`src/rtl/ssem_ram.sv`:
```
module ssem_ram #(
   parameter int WIDTH     = 32,
   parameter int DEPTH     = 32,
   parameter int ADDR_BITS = $clog2(DEPTH)
) (
   input  logic                 clock,
   input  logic                 wr_en,
   input  logic [ADDR_BITS-1:0] wr_addr,
   input  logic [WIDTH-1:0]     wr_data,
   input  logic [ADDR_BITS-1:0] rd_addr,
   output logic [WIDTH-1:0]     rd_data
);

   logic [WIDTH-1:0] mem_ff [DEPTH];
   logic [WIDTH-1:0] rd_data_ff;

   // Read returns the old word when the same line is written in that cycle
   always_ff @(posedge clock) begin
      if (wr_en) begin
         mem_ff[wr_addr] <= wr_data;
      end
      rd_data_ff <= mem_ff[rd_addr];
   end

   assign rd_data = rd_data_ff;

endmodule

```
`config.mk`:
```
export PLATFORM = sky130hd
export DESIGN_NAME = ssem_ram
export DESIGN_NICKNAME = d
export VERILOG_FILES = /design/src/rtl/ssem_ram.sv
export SDC_FILE = /design/constraint.sdc
export NUM_CORES = 1
export LEC_CHECK = 0
export BUFFER_PORTS_ARGS = -buffer_cell sky130_fd_sc_hd__buf_2
export CORE_AREA = 2 2 259 261
export DETAILED_ROUTE_END_ITERATION = 7
export DIE_AREA = 0 0 261 263
export HOLD_SLACK_MARGIN = 0.03
export PLACE_DENSITY = 0.76
export SYNTH_ARGS = -nofsm -noshare
export SYNTH_HDL_FRONTEND = slang
export SYNTH_SLANG_ARGS = --single-unit
```
`constraint.sdc`:
```
create_clock -name clock -period 4.1 [get_ports clock]
set_input_delay 0.82 -clock clock [delete_from_list [all_inputs] [get_ports clock]]
set_output_delay 0.82 -clock clock [all_outputs]
set_load 0.02 [all_outputs]
```
## Word-level counts from Yosys, hierarchy flattened

Memories as Yosys holds them, arrays and structs flattened. A register that Yosys moved wholly into a read port is not among the register bits.
Index checks and enable logic that the tools add are counted.

| cells by class | value |
|---|---|
| muxes and demuxes | 2 |

Operator list:

| cell | count |
|---|---|
| 2-to-1 mux 1 bit | 2 |

| storage, ports and cells | value |
|---|---|
| logic and storage cells | 3 |
| bits in registers | 0 |
| input port bits | 44 |
| memory bits (writable) | 1024 |
| memories | 1 |

Memory list:

| memory | depth | bits a word | rd ports | clocked after Yosys merged registers in | write ports | line | text |
|---|---|---|---|---|---|---|---|
| mem_ff | 32 | 32 | 1 | 1 | 1 | 14 | `logic [WIDTH-1:0] mem_ff [DEPTH];` |

## Depth between registers and ports, before layout

Gate-level depths: netlist of run 1.

| logic depth | value |
|---|---|
| depth in word-level cells | 2 |
| gate-level depth with buffers | 8 |
| mapped depth without buffers | 5 |

## Worst setup path after synthesis of run 1

Ideal clock, no wire load.

| path | value |
|---|---|
| kind | input to register |
| start point | input wr_addr[1] |
| end point | memory mem_ff[12][0] (enable) |
| slack | 846 ps |
| arrival time | 2833 ps |
| cell stages on the path | 3 |
| buffers on the path | 1 |
| data required time | 3679 ps |
| cell sequence | or3b_2 > clkbuf_1 > nor2_1 |

RTL lines:

| element | line | text |
|---|---|---|
| start, declared | 8 | `input logic [ADDR_BITS-1:0] wr_addr,` |
| end, declared | 14 |  |

No word-level cell before the write port.

==> metrics.md, run 1 <==
| Metric | Value |
|---|---|
| Clk sink count | 1056 |
| Synthesized flop and latch total | 1056 |
| Outcome | finished clean |
| Die width | 261 µm |
| Crit-path max FO | 29 |
| Final period util | 0.612 |
| Sw Ratio | 0.215 |
| Setup CP Type | primary input to register |
| Drt wl/cell | 28.7 µm |
| First-pass DRT Iterations | 5 |
| Yosys top cell by area | edfxtp_1 |
| Wire length of the first global-routing pass | 140 mm |
| Number of max-cap violations | 0 |
| Final Setup Violations | 0 |
| Synth area leaders | edfxtp_1 (76%), mux2i_1 (13%), a22oi_1 (1.8%) |
| CTS Hold Buffers Added | 0 |
| DIE HEIGHT | 263 µm |
| Vias in the first global route | 21700 |
| Fin nets | 2435 |
| CTS HTree Levels | 3 |
| CTS tree | done |
| Yosys Warn Count | 0 |
| RSZ-0062 raised after global routing | false |
| GRT Overall Usage | 0.282 |
| Register share of total power | 0.549 |
| Seq/Total Area, Yosys | 0.775 |
| Die area | 68600 µm² |
| Placeable Area | 65600 µm² |
| Row cnt | 94 |
| Yosys top cell area share | 0.760 |
| Pwr dens | 485 nW/µm² |
| CP required | 4620 ps |
| Layout cell share with drive strength beyond 1 | 0.134 |
| Vias | 21600 |
| Layout area overhead | 12.1% |
| Path category of the worst min-delay check | register to register |
| GRT Residual Overflow | 0 |
| CP Launch Type | primary input |
| CTS Buf Count | 100 |
| Setup TNS | 0 ps |
| Combinational cell fraction of total power | 0.055 |
| Peak Freq | 0.398 GHz |
| DR iter-0 viols | 2710 |
| CP endpoint kind | register |
| Syn nets | 2304 |
| Gpl congestion | 0.825 |
| Post-Syn Area per Cell | 17.9 µm² |
| # Post-CTS Setup Buffers | 0 |
| Clock skew | 26.0 ps |
| Latest clock arrival within the worst-skew pair | 650 ps |
| Port Buf Inserts | 75 |
| Largest net degree at the start of global routing | 72 |
| Lkg Pwr | 0.0159 µW |
| Filler cell count | 4022 |
| Clk slew on worst S/H paths | 60 ps |
| Initial antenna violation count | 10 |
| Psw | 4720 µW |
| Root buffer cell | clkbuf_16 |
| Arr. time, crit path | 3030 ps |
| WL final | 95.9 mm |
| # DRC | 0 |
| Post-route ant nets | 0 |
| Starting density of the core | 0.617 |
| Final hold violation count | 0 |
| Mapped Area | 40500 µm² |
| Max Slew Vio Count | 0 |
| CTS resizes | 0 |
| Clock power frac | 0.396 |
| Maximum VDD drop | 338 µV |
| Cells after synthesis | 2260 |
| Worst Tran Pin Value | 1080 ps |
| # IOs | 76 |
| Vias per cell | 6.45 |
| Hold Slack | 609 ps |
| Post-route minimum period | 2510 ps |
| Hpwl dp | 55.5 mm |
| Internal power | 17300 µW |
| Post-synth cell types | 25 |
| Worst slew margin | 0.277 |
| Deepest clock path buffer count | 3 |
-- state kept, by name, indices dropped and copies added, names as in the netlist --
signal   cells
mem_ff    1024
rd_data     32
-- cell families (layout without fill, tap and decap cells) --
logic type | Yosys count | in the layout | synth area share
other | 0 | 2 | 0
AND/OR/NAND/NOR | 277 | 277 | 0.0310
flip-flops | 1056 | 1056 | 0.775
AO/OA/AOI/OAI | 288 | 288 | 0.0485
multiplexers | 512 | 512 | 0.127
buffers and inverters | 127 | 343 | 0.0186
-- final timing paths --
path / cells after the start / start / slack (ps) / endpoint
setup / recovery: 7 / rd_addr[1] / 1590 / rd_data[31]
setup reg to reg: 5 / mem_ff[7][11] / 2450 / rd_data[11]
hold / removal: 4 / mem_ff[26][19] / 610 / rd_data[19]
hold reg to reg: 4 / mem_ff[26][19] / 610 / rd_data[19]
-- worst max-delay path: stages --
cell,delay [ps]
buf_2,140
nor2_4,810
buf_4,460
a22o_1,220
nor3_1,70
a31oi_1,370
nand3_1,110
-- synthesized netlist by cell type --
cell,number
a21oi_1,96
buf_2,26
nor2b_1,1
nand2_1,98
and2b_1,1
or2_2,1
edfxtp_1,1024
clkbuf_1,46
dfxtp_1,32
nand3_1,98
clkbuf_4,2
nand2b_1,2
a22o_1,64
nor3_1,32
a22oi_1,96
buf_4,33
nand3b_1,5
nor2_1,34
and2_1,1
mux2i_1,512
a31oi_1,32
or3b_2,3
buf_6,15
buf_1,5
or3_1,1
-- power groups by stage --
stage | logic, µW | clock network (µW) | registers [µW]
floorplan | 620 | 0 | 12300
global placement | 1160 | 0 | 12300
detailed placement | 1190 | 0 | 12300
CTS | 1190 | 8750 | 12100
global route | 1270 | 9170 | 12100
finish | 1200 | 8710 | 12100
-- cells in the final DEF, fill, tap and decap left out --
cell        netlist  routed
a21oi_1          96      96
a22o_1           64      64
a22oi_1          96      96
a31oi_1          32      32
and2_4            0       1
and2b_4           0       1
buf_12            0      17
buf_2            26      74
buf_4            33      64
buf_8             0       1
bufinv_16         0       4
clkbuf_1         46      33
clkbuf_16         0     102
clkbuf_8          0       3
clkinv_1          0      21
clkinv_2          0      18
clkinv_8          0       1
clkinvlp_4        0       2
dfxtp_1          32      32
diode_2           0       2
edfxtp_1       1024    1024
inv_16            0       1
inv_6             0       2
mux2i_1         512     512
nand2_1          98      97
nand2_2           0       1
nand2b_2          0       2
nand3_1          98      98
nand3b_1          5       5
nor2_1           34       1
nor2_4            0      33
nor2b_4           0       1
nor3_1           32      32
or2_2             1       1
or3_1             1       1
or3b_2            3       3
-- layout make-up --
type                    instances  area [µm²]  share of cell area
multi-input cells            1077        8610               0.190
flip-flops and latches       1056       31400               0.692
diodes                          2        5.00            0.000110
repair buffers                156        1210              0.0266
well taps                     864        1080              0.0238
clock inverters                49         358             0.00789
clock buffers                 138        2720              0.0599
-- per-layer routing --
layer	vias to the layer above	global-route usage	routed length, µm
li1	9238	-	-
met1	10900	0.391	36900
met2	1229	0.432	45200
met3	223	0.0660	9860
met4	8	0.125	3940
met5	-	0	44
-- metrics by stage --
stage	area, µm²	util	cells	power, µW	worst slack, ps
final	45400	0.691	3342	22000	1590
after global routing	45400	0.691	3341	22500	1500
after CTS	45400	0.691	3340	22000	1630
after detailed placement	42300	0.644	3153	13500	948
after global placement	42300	0.644	3153	13400	952
after floorplan	40500	-	2260	12900	846
Power figures use the tool's default switching activity.
==> run 2, diff against run 1 <==
--- a/config.mk
+++ b/config.mk
@@ -6,11 +6,11 @@
 export NUM_CORES = 1
 export LEC_CHECK = 0
 export BUFFER_PORTS_ARGS = -buffer_cell sky130_fd_sc_hd__buf_2
-export CORE_AREA = 2 2 259 261
+export CORE_AREA = 2 2 272 274
 export DETAILED_ROUTE_END_ITERATION = 7
-export DIE_AREA = 0 0 261 263
+export DIE_AREA = 0 0 274 276
 export HOLD_SLACK_MARGIN = 0.03
-export PLACE_DENSITY = 0.76
+export PLACE_DENSITY = 0.73
 export SYNTH_ARGS = -nofsm -noshare
 export SYNTH_HDL_FRONTEND = slang
 export SYNTH_SLANG_ARGS = --single-unit
==> constraint.sdc (replaced) <==
create_clock -name clock -period 2.25 [get_ports clock]
set_input_delay 0.45 -clock clock [delete_from_list [all_inputs] [get_ports clock]]
set_output_delay 0.45 -clock clock [all_outputs]
set_load 0.02 [all_outputs]
==> metrics.md, run 2 (synthesized netlist as in run 1, its figures left out) <==
| Metric | Value |
|---|---|
| CP Cell Sequence | buf_2 |
| Initial antenna violation count | 7 |
| Setup CP Type | register to primary output |
| Clock skew | 51.1 ps |
| Die area | 75600 µm² |
| Non-filler cells, final | 3527 |
| Register Area | 31400 µm² |
| First-pass DRT Iterations | 6 |
| Psw | 8850 µW |
| Latest clock arrival within the worst-skew pair | 690 ps |
| Sw Ratio | 0.209 |
| Clk sink count | 1056 |
| CP endpoint kind | primary output |
| Biggest register | mem_ff |
| Hpwl dp | 55.9 mm |
| Hold path startpoint | wr_data[23] |
| Max layer used | met5 |
| Clock power frac | 0.425 |
| Cell area after layout | 47300 µm² |
| Reg2Reg Setup Slack | 810 ps |
| # DRC | 0 |
| CP required | 1800 ps |
| Drt wl/cell | 28.0 µm |
| Routed met2 length | 48.2 mm |
| Slowest cell on the critical path | dfxtp_1 |
| Post-Place Cells | 3335 |
| Layout cell share with drive strength beyond 1 | 0.171 |
| Largest net degree at the start of global routing | 38 |
| Filler cell count | 4793 |
| Crit-path max FO | 1 |
| Row cnt | 99 |
| Final hold violation count | 0 |
| CTS resizes | 0 |
| Max reg flops | 1024 |
| Placeable Area | 72600 µm² |
| CTS Hold Buffers Added | 0 |
| GRT Residual Overflow | 0 |
| WL final | 98.7 mm |
| Met1 wire length | 38.9 mm |
| Final Setup Violations | 0 |
| Hold endpoint | mem_ff[18][23] |
| Vias per cell | 6.22 |
| Multi-input logic area | 8610 µm² |
| Port Buf Inserts | 75 |
| Final Total Pwr | 42300 µW |
| CTS tree | done |
| RSZ-0062 raised after global routing | false |
| Wire length on met3 | 8.19 mm |
| Crit-path leading delay family | flip-flops |
| Combinational cell fraction of total power | 0.054 |
| Outcome | finished clean |
| Wire length of the first global-routing pass | 143 mm |
| Post-route minimum period | 1870 ps |
| Root buffer cell | clkbuf_16 |
| R2R cell count | 6 |
| FF-to-FF Start | mem_ff[1][17] |
| Arr. time, crit path | 1420 ps |
| WP buf/inv | 1 |
| Vias in the first global route | 21900 |
| Crit path launch | rd_data[9] |
| Lkg Pwr | 0.0167 µW |
| Internal power | 33400 µW |
| Gpl congestion | 0.802 |
| CTS Buf Count | 102 |
| Path category of the worst min-delay check | primary input to register |
| Die width | 274 µm |
| CP Launch Type | register |
| Fin nets | 2524 |
| DP Area | 43800 µm² |
| Hold depth | 1 |
| Vias | 21900 |
| DR iter-0 viols | 2381 |
| CP max stage delay | 500 ps |
| Pwr dens | 893 nW/µm² |
| Clk slew on worst S/H paths | 60 ps |
| Peak Freq | 0.536 GHz |
| Most frequent cells in the layout | edfxtp_1 (1024), mux2i_1 (512), clkbuf_16 (102) |
| Worst slew margin | 0.595 |
| Setup TNS | 0 ps |
| Worst Tran Pin Value | 608 ps |
| Number of max-cap violations | 0 |
| R2R Path End | rd_data[17] |
| Starting density of the core | 0.558 |
| Layout area overhead | 16.9% |
| Post-route ant nets | 0 |
| # Post-CTS Setup Buffers | 0 |
| # IOs | 76 |
| CTS HTree Levels | 3 |
| Commonest non-fill, non-tap cell in the layout | edfxtp_1 |
| GRT Overall Usage | 0.261 |
| Final period util | 0.829 |
| Deepest clock path buffer count | 3 |
| Max Slew Vio Count | 0 |
| DIE HEIGHT | 276 µm |
| Register share of total power | 0.521 |
| Maximum VDD drop | 717 µV |
## run 2: cell count changes in the layout (fill, tap and decap cells not counted), sizes merged
| cell | before | now |
|---|---|---|
| buf | 156 | 243 |
| inv | 3 | 5 |
| clkinv | 40 | 34 |
| clkinvlp | 2 | 3 |
| clkbuf | 138 | 131 |
| bufinv | 4 | 18 |
| diode | 2 | 1 |
## run 2: per-layer routing
metal / track usage / vias to the layer above
li1: - / 9440
met1: 0.356 / 11200
met2: 0.420 / 1055
met3: 0.0508 / 204
met4: 0.0931 / 12
met5: 0 / -
## run 2: final cells by class
| type | count | share of cell area |
|---|---|---|
| Clock buffer | 131 | 0.0577 |
| Timing Repair Buffer | 243 | 0.0541 |
| Antenna cell | 1 | 0.0000529 |
| Multi-Input combinational cell | 1077 | 0.182 |
| Clock inverter | 60 | 0.0177 |
| Tap cell | 959 | 0.0254 |
| Sequential cell | 1056 | 0.663 |
## run 2: how the worst max path moves through the flow
stage,to,cells after the start
6_report,rd_data[9],1
5_1_grt,rd_data[9],1
4_1_cts,rd_data[9],1
3_5_place_dp,rd_data[22],9
3_3_place_gp,rd_data[22],9
2_1_floorplan,mem_ff[10][0],2
## run 2: power groups by stage
stage / clock network [µW] / registers (µW) / logic, µW
2_1_floorplan: 0 / 22400 / 1140
3_3_place_gp: 0 / 22400 / 2220
3_5_place_dp: 0 / 22400 / 2270
4_1_cts: 18100 / 22000 / 2290
5_1_grt: 18900 / 22000 / 2430
6_report: 18000 / 22000 / 2290
## run 2: through the flow
| stage | worst slack (ps) | utilization | hold WS, ps |
|---|---|---|---|
| floorplan | -509 | - | 549 |
| global placement | 75.4 | 0.603 | 583 |
| detailed placement | 27.7 | 0.603 | 585 |
| CTS | 336 | 0.652 | 215 |
| global route | 333 | 0.652 | 251 |
| finish | 384 | 0.652 | 240 |
