**config.mk**
```make
export PLATFORM = sky130hd
export DESIGN_NAME = ssem_exec
export DESIGN_NICKNAME = d
export VERILOG_FILES = /design/src/rtl/ssem_pkg.sv /design/src/rtl/ssem_exec.sv
export SDC_FILE = /design/constraint.sdc
export NUM_CORES = 1
export LEC_CHECK = 0
export BUFFER_PORTS_ARGS = -buffer_cell sky130_fd_sc_hd__clkbuf_2
export CORE_AREA = 2 2 99 101
export DETAILED_ROUTE_END_ITERATION = 8
export DIE_AREA = 0 0 101 103
export PLACE_DENSITY = 0.83
export SYNTH_ARGS = -nofsm -noshare
export SYNTH_HDL_FRONTEND = slang
export SYNTH_SLANG_ARGS = --single-unit
```
**constraint.sdc**
```tcl
create_clock -name vclk -period 6.1
set_input_delay 0.915 -clock vclk [all_inputs]
set_output_delay 0.915 -clock vclk [all_outputs]
set_load 0.01 [all_outputs]
```
**src/rtl/ssem_pkg.sv**
```systemverilog
package ssem_pkg;

   localparam int WORD_BITS   = 32;
   localparam int STORE_LINES = 32;
   localparam int LINE_BITS   = 5;
   localparam int OP_BITS     = 3;
   localparam int OP_LSB      = 13;
   localparam int KIND_BITS   = 2;

   // Item kinds
   localparam logic [KIND_BITS-1:0] KIND_WRITE   = 2'd0;
   localparam logic [KIND_BITS-1:0] KIND_EXEC    = 2'd1;
   localparam logic [KIND_BITS-1:0] KIND_RESTART = 2'd2;

   // Opcodes, bits 13-15 of the instruction word
   localparam logic [OP_BITS-1:0] OP_JMP     = 3'd0;
   localparam logic [OP_BITS-1:0] OP_JRP     = 3'd1;
   localparam logic [OP_BITS-1:0] OP_LDN     = 3'd2;
   localparam logic [OP_BITS-1:0] OP_STO     = 3'd3;
   localparam logic [OP_BITS-1:0] OP_SUB     = 3'd4;
   localparam logic [OP_BITS-1:0] OP_SUB_ALT = 3'd5;
   localparam logic [OP_BITS-1:0] OP_CMP     = 3'd6;
   localparam logic [OP_BITS-1:0] OP_STP     = 3'd7;

   typedef logic [WORD_BITS-1:0] word_type;
   typedef logic [LINE_BITS-1:0] line_type;
   typedef logic [OP_BITS-1:0]   opcode_type;

   // Outcome of one item as computed by the execute unit
   typedef struct packed {
      line_type   counter;
      word_type   acc;
      logic       halt;
      logic       wr_en;
      line_type   wr_addr;
      word_type   wr_data;
      word_type   instr;
      opcode_type opcode;
   } exec_result_type;

endpackage

```
**src/rtl/ssem_exec.sv**
```systemverilog
module ssem_exec import ssem_pkg::*; (
   input  logic [KIND_BITS-1:0] kind,
   input  line_type             address,
   input  word_type             data,
   input  word_type             instr,
   input  word_type             operand,
   input  line_type             counter,
   input  word_type             acc,
   input  logic                 halt,
   output exec_result_type      result
);

   opcode_type opc;
   line_type   pc_mid;

   assign opc = instr[OP_LSB +: OP_BITS];

   always_comb begin
      result         = '0;
      result.counter = counter;
      result.acc     = acc;
      result.halt    = halt;
      result.wr_addr = address;
      result.wr_data = data;
      pc_mid         = counter;
      unique case (kind)
         KIND_WRITE: begin
            result.wr_en = 1'b1;
         end
         KIND_RESTART: begin
            result.counter = '0;
            result.acc     = '0;
            result.halt    = 1'b0;
         end
         KIND_EXEC: begin
            if (!halt) begin
               result.instr  = instr;
               result.opcode = opc;
               unique case (opc) inside
                  OP_JMP: pc_mid = operand[LINE_BITS-1:0];
                  OP_JRP: pc_mid = counter + operand[LINE_BITS-1:0];
                  OP_LDN: result.acc = word_type'(0) - operand;
                  OP_STO: begin
                     result.wr_en   = 1'b1;
                     result.wr_addr = instr[LINE_BITS-1:0];
                     result.wr_data = acc;
                  end
                  OP_SUB, OP_SUB_ALT: result.acc = acc - operand;
                  OP_CMP: begin
                     if (acc[WORD_BITS-1]) begin
                        pc_mid = counter + line_type'(1);
                     end
                  end
                  OP_STP: result.halt = 1'b1;
                  default: pc_mid = counter;
               endcase
               // advance past the instruction unless it stopped the machine
               result.counter = (opc != OP_STP) ? pc_mid + line_type'(1) : pc_mid;
            end
         end
         default: begin
            result.wr_en = 1'b0;
         end
      endcase
   end

endmodule

```
# Word level (Yosys, flattened, before mapping)
# Index checks and enable logic that the tools add are counted.
[classes]
addsub = 5
n_mul = 0
div_mod_pow = 0
order_cmp = 0
n_eq_ne = 10
n_shift = 0
mux = 12
bitwise = 0
reduce_logical = 3
[ops]
columns = ["cell", "count"]
rows = [
  ["2-to-1 mux 111 bit", 1],
  ["one-hot mux 38 bit (2 select lines)", 1],
  ["2-to-1 mux 72 bit", 1],
  ["one-hot mux 32 bit (2 select lines)", 1],
  ["2-to-1 mux 38 bit", 1],
  ["subtractor 1 x 32 -> 32 bit, first input constant", 1],
  ["subtractor 32 bit", 1],
  ["2-to-1 mux 5 bit", 4],
  ["one-hot mux 5 bit (3 select lines)", 1],
  ["equality test 3 bit, second input constant", 4],
  ["adder 5 x 1 -> 5 bit, second input constant", 2],
  ["equality test 3 x 2 -> 1 bit, second input constant", 2],
  ["adder 5 bit", 1],
  ["equality test 3 x 1 -> 1 bit, second input constant", 1],
  ["zero test 3 bit", 1],
  ["inequality test 3 bit, second input constant", 1],
  ["equality test 2 x 1 -> 1 bit, second input constant", 1],
  ["equality test 2 bit, second input constant", 1],
  ["zero test 2 bit", 1],
  ["one-hot mux 1 bit (2 select lines)", 1],
  ["OR reduction 2 bit", 1],
  ["2-to-1 mux 1 bit", 1],
]
[totals]
reg_bits = 0
latchBits = 0
ramBits = 0
romBits = 0
in_bits = 141
output_inout_bits = 111
mem_count = 0

# Longest topological paths before layout
# Gate-level depths: netlist of run 1.
[logic_depth]
word_depth = 9
mapped_depth = 16

# Least setup slack after synthesis of run 1
# Ideal clock, no wire load.
[synth_timing]
kind = "input -> output"
start = "input instr[15]"
end = "output result[102] (netlist bit)"
arrival_ps = 3669
required_time_ps = 5185
setup_slack_ps = 1516
cell_stages = 14
path_buffers = 2
path_cell_list = "buf_2 > nor2b_1 > clkbuf_1 > and2_1 > ha_1 > a21oi_1 > a21boi_0 > a211oi_2 > o21ai_0 > a221oi_2 > o21ai_0 > a21oi_1 > xor2_1 > o21ai_0"
[synth_lines]
columns = ["item", "line", "text"]
rows = [
  ["from (decl)", "ssem_exec.sv:5", "input word_type instr,"],
  ["to (decl)", "ssem_exec.sv:10", "output exec_result_type result"],
]

==> run summary, run 1 <==
First-pass iteration count of the detailed router: 4
Routability cong.: 0.890
FILL cells: 961
Row count: 36
Placed Instances: 871
RSZ-0062 raised after global routing: no
Crit Path Max Fanout: 18
Vias: 4,531
Syn_area_per_cell: 6.77 um2
Antenna Violating Nets Remaining: 0
Hold Path Class: input pin to output port
Fin. Hold Viols: 0
CORE AREA: 9460 um2
Biggest area consumer among synthesized cells: ha_1
Antenna Cells: 0
Die Area: 10,400 um2
Layout Area Growth over Synthesis: 36.5%
WL/cell: 14.1 um
Layout Nets: 947
Crit path capture: result[104]
Slew Limit Fails: 0
Chip Width: 101 um
Clock buffer count in the final layout: 0
DR vias/cell: 5.20
Post-CTS Setup Inserts: 0
GR Overflow Total: 0
Leakage: 0.00272 uW
Syn_nets: 717
WHS: 2.12 ns
Arrival @ worst endpoint: 4.30 ns
Initial Util: 37.9%
Setup Viol. Count Final: 0
CP Launch Type: input pin
Multi-input logic area: 3290 um2
Register area: 0 um2
Post-synth top cells: and2_1 (64), nand2_1 (57), inv_1 (46), ha_1 (45), o21ai_0 (41)
Worst slew pin tran: 0.893 ns
HPWL after DPL: 10,300 um
Syn Std Cell Area: 3580 um2
GRT Util Overall: 21.5%
Post-Synthesis Cells: 529
Final TNS setup: 0 ns
DR iter-0 viols: 117
Maximum VDD drop: 0.0000367 V
CP endpoint kind: output port
Max_cap viols: 0
First-pass GRT wire length: 18,700 um
IO Pins: 252
Rel. slew slack: 40.5%
FFs & Latches: 0
DR DRC count: 0
Synth unique cells: 53
Warnings, synthesis: 0
IO buf count: 252
WP data required: 5.18 ns
WS Path Type: input pin to output port
Vias in the first global route: 4,069
Hold Buf Count CTS: 0
Crit path launch: instr[15]
Main area contributors after synthesis: ha_1 (16%), mux2_2 (12%), and2_1 (11%), nand2_1 (6.0%), o21ai_0 (5.7%)
Tcrit/Tclk final: 85.5%
Die Height: 103 um
Layout cells sized above 1: 40.3%
CTS resizes: 0
Final Non-Filler Cells: 871
Shortest period the worst path allows: 5.21 ns
Sequential area share after synthesis: 0%
Outcome: finished clean
Pwr dens: 73.6 nW/um2
Drt total wl: 12,300 um
Top-count cell post-synth: and2_1
Initial antenna violation count: 0
Largest net degree at the start of global routing: 39
Max Clock Freq: 192 MHz
Post-synth top area share: 15.7%
## stage by stage
stage / area, um2 / power, uW / setup slack (ns) / util (%)
2_1_floorplan: 3580 / 222 / 1.52 / -
3_3_place_gp: 4890 / 353 / 0.934 / 51.7
3_5_place_dp: 4890 / 357 / 0.899 / 51.7
4_1_cts: 4890 / 360 / 0.878 / 51.7
5_1_grt: 4890 / 401 / 0.505 / 51.7
6_report: 4890 / 360 / 0.886 / 51.7
## kinds of logic (layout without fill, tap and decap cells)
| kind of cell | Yosys count | after routing | synth area share [%] |
|---|---|---|---|
| compound gates | 151 | 151 | 27.0 |
| xor+xnor | 40 | 40 | 9.78 |
| simple gates | 180 | 180 | 26.3 |
| fa+ha+maj | 47 | 47 | 16.8 |
| mux | 38 | 38 | 11.9 |
| buf+inv | 73 | 301 | 8.14 |
## worst min-delay path by stage
stage | from | endpoint | slack, ns | cells after the start
finish | instr[8] | result[11] | 2.12 | 3
global route | instr[12] | result[15] | 2.14 | 3
CTS | instr[8] | result[11] | 2.12 | 3
detailed placement | instr[8] | result[11] | 2.12 | 3
global placement | instr[22] | result[25] | 2.12 | 3
floorplan | acc[31] | result[105] | 1.95 | 2
## routing by layer
metal / track usage [%] / vias up / share of wire, %
li1: - / 2298 / -
met1: 30.0 / 2074 / 46
met2: 37.5 / 151 / 48
met3: 1.08 / 8 / 5.4
met4: 2.81 / 0 / 1.0
met5: 0 / - / 0
## power by group
group	switching, uW	internal, uW	leakage (uW)
Sequential	0	0	0
Clock	0	0	0
Combinational	197	163	0.00272
Total	197	163	0.00272
## critical path, cell delays in order
cell and delay, ns:
clkbuf_2 0.17, nor2b_2 0.54, buf_4 0.31, and2_1 0.17, ha_1 0.25, a21oi_1 0.23
o211ai_1 0.14, a21oi_1 0.14, o21ai_0 0.15, a221oi_2 0.45, o211ai_1 0.19, a211oi_1 0.26
a31oi_1 0.06, o311ai_0 0.10, clkbuf_2 0.21
## placed cells by master, fill, tap and decap left out, types with 3 or more instances in the layout
cell type,instances
or2_2,5
and3_1,5
nor2_1,20
nand4_1,3
clkbuf_2,252
a22oi_1,11
a31oi_1,6
o22ai_1,3
o21a_1,5
a21o_1,8
o21ai_0,41
mux2_2,38
a21boi_0,5
and2_1,64
o211ai_1,4
xnor2_1,19
nand2b_1,5
inv_1,46
nand2_1,57
ha_1,45
nand3_1,6
o2bb2ai_1,9
xor2_1,21
a21oi_1,40
## area by class of cell
type / count / share of cell area [%]
Timing Repair Buffer: 254 / 26.1
Tap cell: 114 / 2.92
Inverter: 47 / 3.61
Multi-Input combinational cell: 456 / 67.4
Power figures use the tool's default switching activity.
==> run 2, diff against run 1 <==
--- a/config.mk
+++ b/config.mk
@@ -6,10 +6,12 @@
 export NUM_CORES = 1
 export LEC_CHECK = 0
 export BUFFER_PORTS_ARGS = -buffer_cell sky130_fd_sc_hd__clkbuf_2
-export CORE_AREA = 2 2 99 101
+export CELL_PAD_IN_SITES_DETAIL_PLACEMENT = 0
+export CELL_PAD_IN_SITES_GLOBAL_PLACEMENT = 2
+export CORE_MARGIN = 1
+export CORE_UTILIZATION = 22
 export DETAILED_ROUTE_END_ITERATION = 8
-export DIE_AREA = 0 0 101 103
-export PLACE_DENSITY = 0.83
+export PLACE_DENSITY = 0.95
 export SYNTH_ARGS = -nofsm -noshare
 export SYNTH_HDL_FRONTEND = slang
 export SYNTH_SLANG_ARGS = --single-unit
==> run 2 against run 1 <==
First-iteration DRC count is 54% higher. Combinational power increased by 1%. Critical path depth fell by 1. Flip-flop and latch count did not move. Die area increased by 61%. Critical endpoint unchanged.
==> run summary, run 2 (same netlist as run 1, synthesis figures left out) <==
Outcome: finished clean
Hold path depth: 3 (unchanged)
Clock buffer count in the final layout: 0 (unchanged)
Layout cells sized above 1: 40.4% (+0.16 points)
Antenna Violating Nets Remaining: 0 (unchanged)
Pwr dens: 72.3 nW/um2 (-1.7%)
Layout Area Growth over Synthesis: 40.5%
Maximum VDD drop: 0.0000244 V (-33%)
CP endpoint kind: output port
Setup WS post-layout: 0.822 ns (-0.0644 ns)
FFs & Latches: 0 (unchanged)
Met3 global-route usage: 0.495% (-0.59 points)
Shortest period the worst path allows: 5.28 ns (+0.0644 ns)
HPWL after DPL: 11,100 um (+7.7%)
Row count: 46 (+28%)
Tcrit/Tclk final: 86.5% (+1.1 points)
Fin. Hold Viols: 0 (unchanged)
Arrival @ worst endpoint: 4.36 ns (+0.06 ns)
Crit Path Max Fanout: 24 (+6)
GR Overflow Total: 0 (unchanged)
Chip Width: 130 um (+28%)
Commonest non-fill, non-tap cell in the layout: clkbuf_2
Leakage: 0.00273 uW (+0.33%)
CP Launch Type: input pin
Die Area: 16,800 um2 (+61%)
HP Start: instr[23]
WS Path Type: input pin to output port
Setup Viol. Count Final: 0 (unchanged)
RSZ-0062 raised after global routing: no
Cell mode on critical path: clkbuf_2
Place WS: 0.808 ns (-0.0907 ns)
Routability cong.: 0.831 (-6.6%)
Largest net degree at the start of global routing: 39 (unchanged)
Initial Util: 22.5% (-15 points)
Drt total wl: 13,100 um (+6.7%)
Antenna Cells: 0 (unchanged)
CORE AREA: 15,900 um2 (+68%)
Hold Path Class: input pin to output port
Crit-path slowest cell: a221oi_2
CP delay by family, top: compound AO/OA/AOI/OAI gates
Max Clock Freq: 189 MHz (-1.2%)
First-pass GRT wire length: 19,900 um (+6.4%)
GRT Util Overall: 14.5% (-6.9 points)
Worst slew pin tran: 0.924 ns (+0.0313 ns)
GRT Max-Usage Layer: met2
Initial antenna violation count: 0 (unchanged)
DR iter-0 viols: 180 (+54%)
CTS resizes: 0 (unchanged)
DR DRC count: 0 (unchanged)
Register area: 0 um2 (unchanged)
IO buf count: 252 (unchanged)
Max_cap viols: 0 (unchanged)
WL/cell: 13.5 um (-4.7%)
Vias in the first global route: 3,990 (-1.9%)
Slew Limit Fails: 0 (unchanged)
Met1 Use GR: 20.5% (-9.5 points)
Rel. slew slack: 38.4% (-2.1 points)
Crit path largest cell delay: 0.46 ns (-0.08 ns)
Most frequent cells in the layout: clkbuf_2 (252), and2_1 (64), nand2_1 (57), inv_1 (46), ha_1 (45)
Die Height: 130 um (+26%)
Endpoint, Worst Hold: result[26]
IO Pins: 252 (unchanged)
Met2 GRT Util: 25.9% (-12 points)
First-pass iteration count of the detailed router: 4 (unchanged)
WP data required: 5.18 ns (about the same)
Post-CTS Setup Inserts: 0 (unchanged)
DR vias/cell: 4.44 (-15%)
Final TNS setup: 0 ns (unchanged)
Hold Buf Count CTS: 0 (unchanged)
Crit path cell chain: clkbuf_2, nor2b_2, buf_4, and2_1, ha_1, and3_1, a211oi_2, o21ai_0, a221oi_2, o211ai_1, a211oi_1, a31oi_1, o311ai_0, clkbuf_2
WP buf/inv: 3 (unchanged)
Layout Nets: 949 (+0.21%)
Vias: 4,332 (-4.4%)
==> run 2: area by class of cell <==
cell class         instances  area [um2]
inverters                 47         176
repair buffers           256        1290
multi-input cells        456        3290
well taps                216         270
fillers                 1807       10900
==> run 2: how the worst max path moves through the flow <==
stage,startpoint,end,cells after the start
finish,instr[15],result[104],14
global route,instr[15],result[104],15
CTS,instr[15],result[104],15
detailed placement,instr[15],result[104],15
global placement,instr[15],result[104],15
floorplan,instr[15],result[102],14
==> run 2: report_power, final <==
group | internal (uW) | switching, uW | total, uW | leakage [uW]
sequential | 0 | 0 | 0 | 0
combinational | 164 | 200 | 364 | 0.00273
clock | 0 | 0 | 0 | 0
==> run 2: metrics by stage <==
stage | power [uW] | cell area (um2) | util, % | instances | hold slack [ns]
6_report | 364 | 5030 | 31.7 | 975 | 2.12
3_5_place_dp | 365 | 5030 | 31.7 | 975 | 2.12
4_1_cts | 367 | 5030 | 31.7 | 975 | 2.12
5_1_grt | 406 | 5030 | 31.7 | 975 | 2.14
2_1_floorplan | 222 | 3580 | - | 529 | 1.95
3_3_place_gp | 364 | 5030 | 31.7 | 975 | 2.12
==> run 2: worst min-delay path, delay by kind of cell <==
| family | cells | cell delay, ns |
|---|---|---|
| buf+inv | 2 | 0.19 |
| simple gates | 1 | 0.10 |
==> run 2: layer usage <==
metal	vias up	wire length, um
met5	-	0
met4	0	0
met3	0	474
met2	105	6370
met1	1921	6280
li1	2306	-
==> run 3, diff against run 2 <==
--- a/config.mk
+++ b/config.mk
@@ -9,9 +9,10 @@
 export CELL_PAD_IN_SITES_DETAIL_PLACEMENT = 0
 export CELL_PAD_IN_SITES_GLOBAL_PLACEMENT = 2
 export CORE_MARGIN = 1
-export CORE_UTILIZATION = 22
+export CORE_UTILIZATION = 21
 export DETAILED_ROUTE_END_ITERATION = 8
-export PLACE_DENSITY = 0.95
+export PLACE_DENSITY = 0.94
+export SLEW_MARGIN = 20
 export SYNTH_ARGS = -nofsm -noshare
 export SYNTH_HDL_FRONTEND = slang
 export SYNTH_SLANG_ARGS = --single-unit
==> constraint.sdc (replaced) <==
create_clock -name vclk -period 5.89
set_input_delay 0.8835 -clock vclk [all_inputs]
set_output_delay 0.8835 -clock vclk [all_outputs]
set_load 0.01 [all_outputs]
==> run 3 against run 2 <==
Flip-flop and latch count unchanged. Global-route usage increased by 0.16 points. Final cell count increased by 0.31%. Count of clock-buffer cells in the layout unchanged. Hold slack got worse by 0.062 ns. Setup slack got worse by 0.21 ns. Largest cell class unchanged. Largest power group unchanged.
==> run summary, run 3 (same netlist as run 1, synthesis figures left out) <==
Outcome: finished clean
IO Pins: 252 (unchanged)
CORE AREA: 16,600 um2 (+4.8%)
Maximum VDD drop: 0.0000214 V (-12%)
Hold path depth: 3 (unchanged)
Initial Util: 21.5% (-1.0 points)
Initial antenna violation count: 0 (unchanged)
Hold Path Class: input pin to output port
Tcrit/Tclk final: 89.6%
Routability cong.: 0.825 (-0.71%)
Final TNS setup: 0 ns (unchanged)
Antenna Violating Nets Remaining: 0 (unchanged)
GR Overflow Total: 0 (unchanged)
Hold Buf Count CTS: 0 (unchanged)
Post-CTS Setup Inserts: 0 (unchanged)
Crit Path Max Fanout: 21 (-13%)
RSZ-0062 raised after global routing: no
Die Height: 133 um (+2.3%)
Layout Nets: 948 (-0.11%)
Setup Viol. Count Final: 0 (unchanged)
Max_cap viols: 0 (unchanged)
FFs & Latches: 0 (unchanged)
CP Launch Type: input pin
Crit path cell chain: clkbuf_2, nor2b_2, buf_4, and2_1, ha_1, a21oi_1, o211ai_1, a21oi_1, o21ai_0, a221oi_2, o211ai_1, a211oi_1, a31oi_1, o311ai_0, clkbuf_2
Final Util: 30.2% (-1.5 points)
WL/cell: 13.7 um (+2.0%)
Post-route cell area: 5030 um2 (about the same)
DR vias/cell: 4.45 (+0.18%)
DR DRC count: 0 (unchanged)
Worst slew pin tran: 0.950 ns (+0.0259 ns)
Pwr dens: 74.9 nW/um2 (+3.5%)
Chip Width: 133 um (+2.3%)
Clock buffer count in the final layout: 0 (unchanged)
First-pass GRT wire length: 21,500 um (+7.8%)
Shortest period the worst path allows: 5.28 ns
WS Path Type: input pin to output port
Antenna Cells: 0 (unchanged)
GRT Util Overall: 14.7% (+0.16 points)
Layout cells sized above 1: 40.4% (-0.079 points)
Crit path largest cell delay: 0.48 ns (+0.02 ns)
WP data required: 5.01 ns (-0.17 ns)
Drt total wl: 13,400 um (+2.3%)
Vias: 4,353 (+0.48%)
Crit-path slowest cell: a221oi_2
Leakage: 0.00272 uW (-0.18%)
IO buf count: 252 (unchanged)
CP endpoint kind: output port
HPWL after DPL: 11,500 um (+3.1%)
Die Area: 17,600 um2 (+4.7%)
Row count: 47 (+2.2%)
Max Clock Freq: 189 MHz
Register area: 0 um2 (unchanged)
Fin. Hold Viols: 0 (unchanged)
Commonest non-fill, non-tap cell in the layout: clkbuf_2
Endpoint, Worst Hold: result[27]
Largest net degree at the start of global routing: 39 (unchanged)
HP Start: instr[24]
Slew Limit Fails: 0 (unchanged)
DR iter-0 viols: 112 (-38%)
Arrival @ worst endpoint: 4.39 ns (+0.03 ns)
Layout Area Growth over Synthesis: 40.4% (about the same)
Rel. slew slack: 36.6% (-1.7 points)
CTS resizes: 0 (unchanged)
Vias in the first global route: 4,358 (+9.2%)
First-pass iteration count of the detailed router: 4 (unchanged)
Most frequent cells in the layout: clkbuf_2 (252), and2_1 (64), nand2_1 (57), inv_1 (46), ha_1 (45)
Post-Place Cell Area: 5030 um2 (about the same)
-- run 3: power breakdown --
| group | switching (uW) | total [uW] | leakage [uW] | internal (uW) |
|---|---|---|---|---|
| Sequential | 0 | 0 | 0 | 0 |
| Combinational | 208 | 376 | 0.00272 | 169 |
| Clock | 0 | 0 | 0 | 0 |
| Total | 208 | 376 | 0.00272 | 169 |
-- run 3: worst max path at each step --
stage	start	slack (ns)	to	cells past startpoint
floorplan	instr[15]	1.37	result[102]	14
global placement	instr[15]	0.75	result[104]	15
detailed placement	instr[15]	0.70	result[104]	15
CTS	instr[15]	0.68	result[104]	15
global route	instr[15]	0.32	result[104]	15
finish	instr[15]	0.61	result[104]	15
-- run 3: metrics by stage --
step	total power, uW	std cells	hold slack, ns	setup WS, ns
after floorplan	230	529	1.89	1.37
after global placement	376	978	2.06	0.755
after detailed placement	377	978	2.06	0.699
after CTS	380	978	2.06	0.678
after global routing	421	978	2.07	0.316
final	376	978	2.06	0.613
-- run 3: critical path: cells and delay by family --
kind | cells | cell delay, ns
adder cells (fa/ha/maj) | 1 | 0.26
AO/OA/AOI/OAI | 9 | 1.83
buffers and inverters | 3 | 0.73
AND/OR/NAND/NOR | 2 | 0.65
-- run 3: layout make-up --
type,instances,area (um2)
fill,1854,11600
multi-input combinational,456,3290
timing repair buffer,255,1280
tap,220,275
inverter,47,176
-- run 3: per-layer routing --
metal | part of all wire [%] | vias up | global-route usage [%]
li1 | - | 2303 | -
met1 | 47 | 1925 | 19.0
met2 | 48 | 123 | 27.3
met3 | 4.6 | 2 | 1.46
met4 | 0.34 | 0 | 0.575
met5 | 0 | - | 0
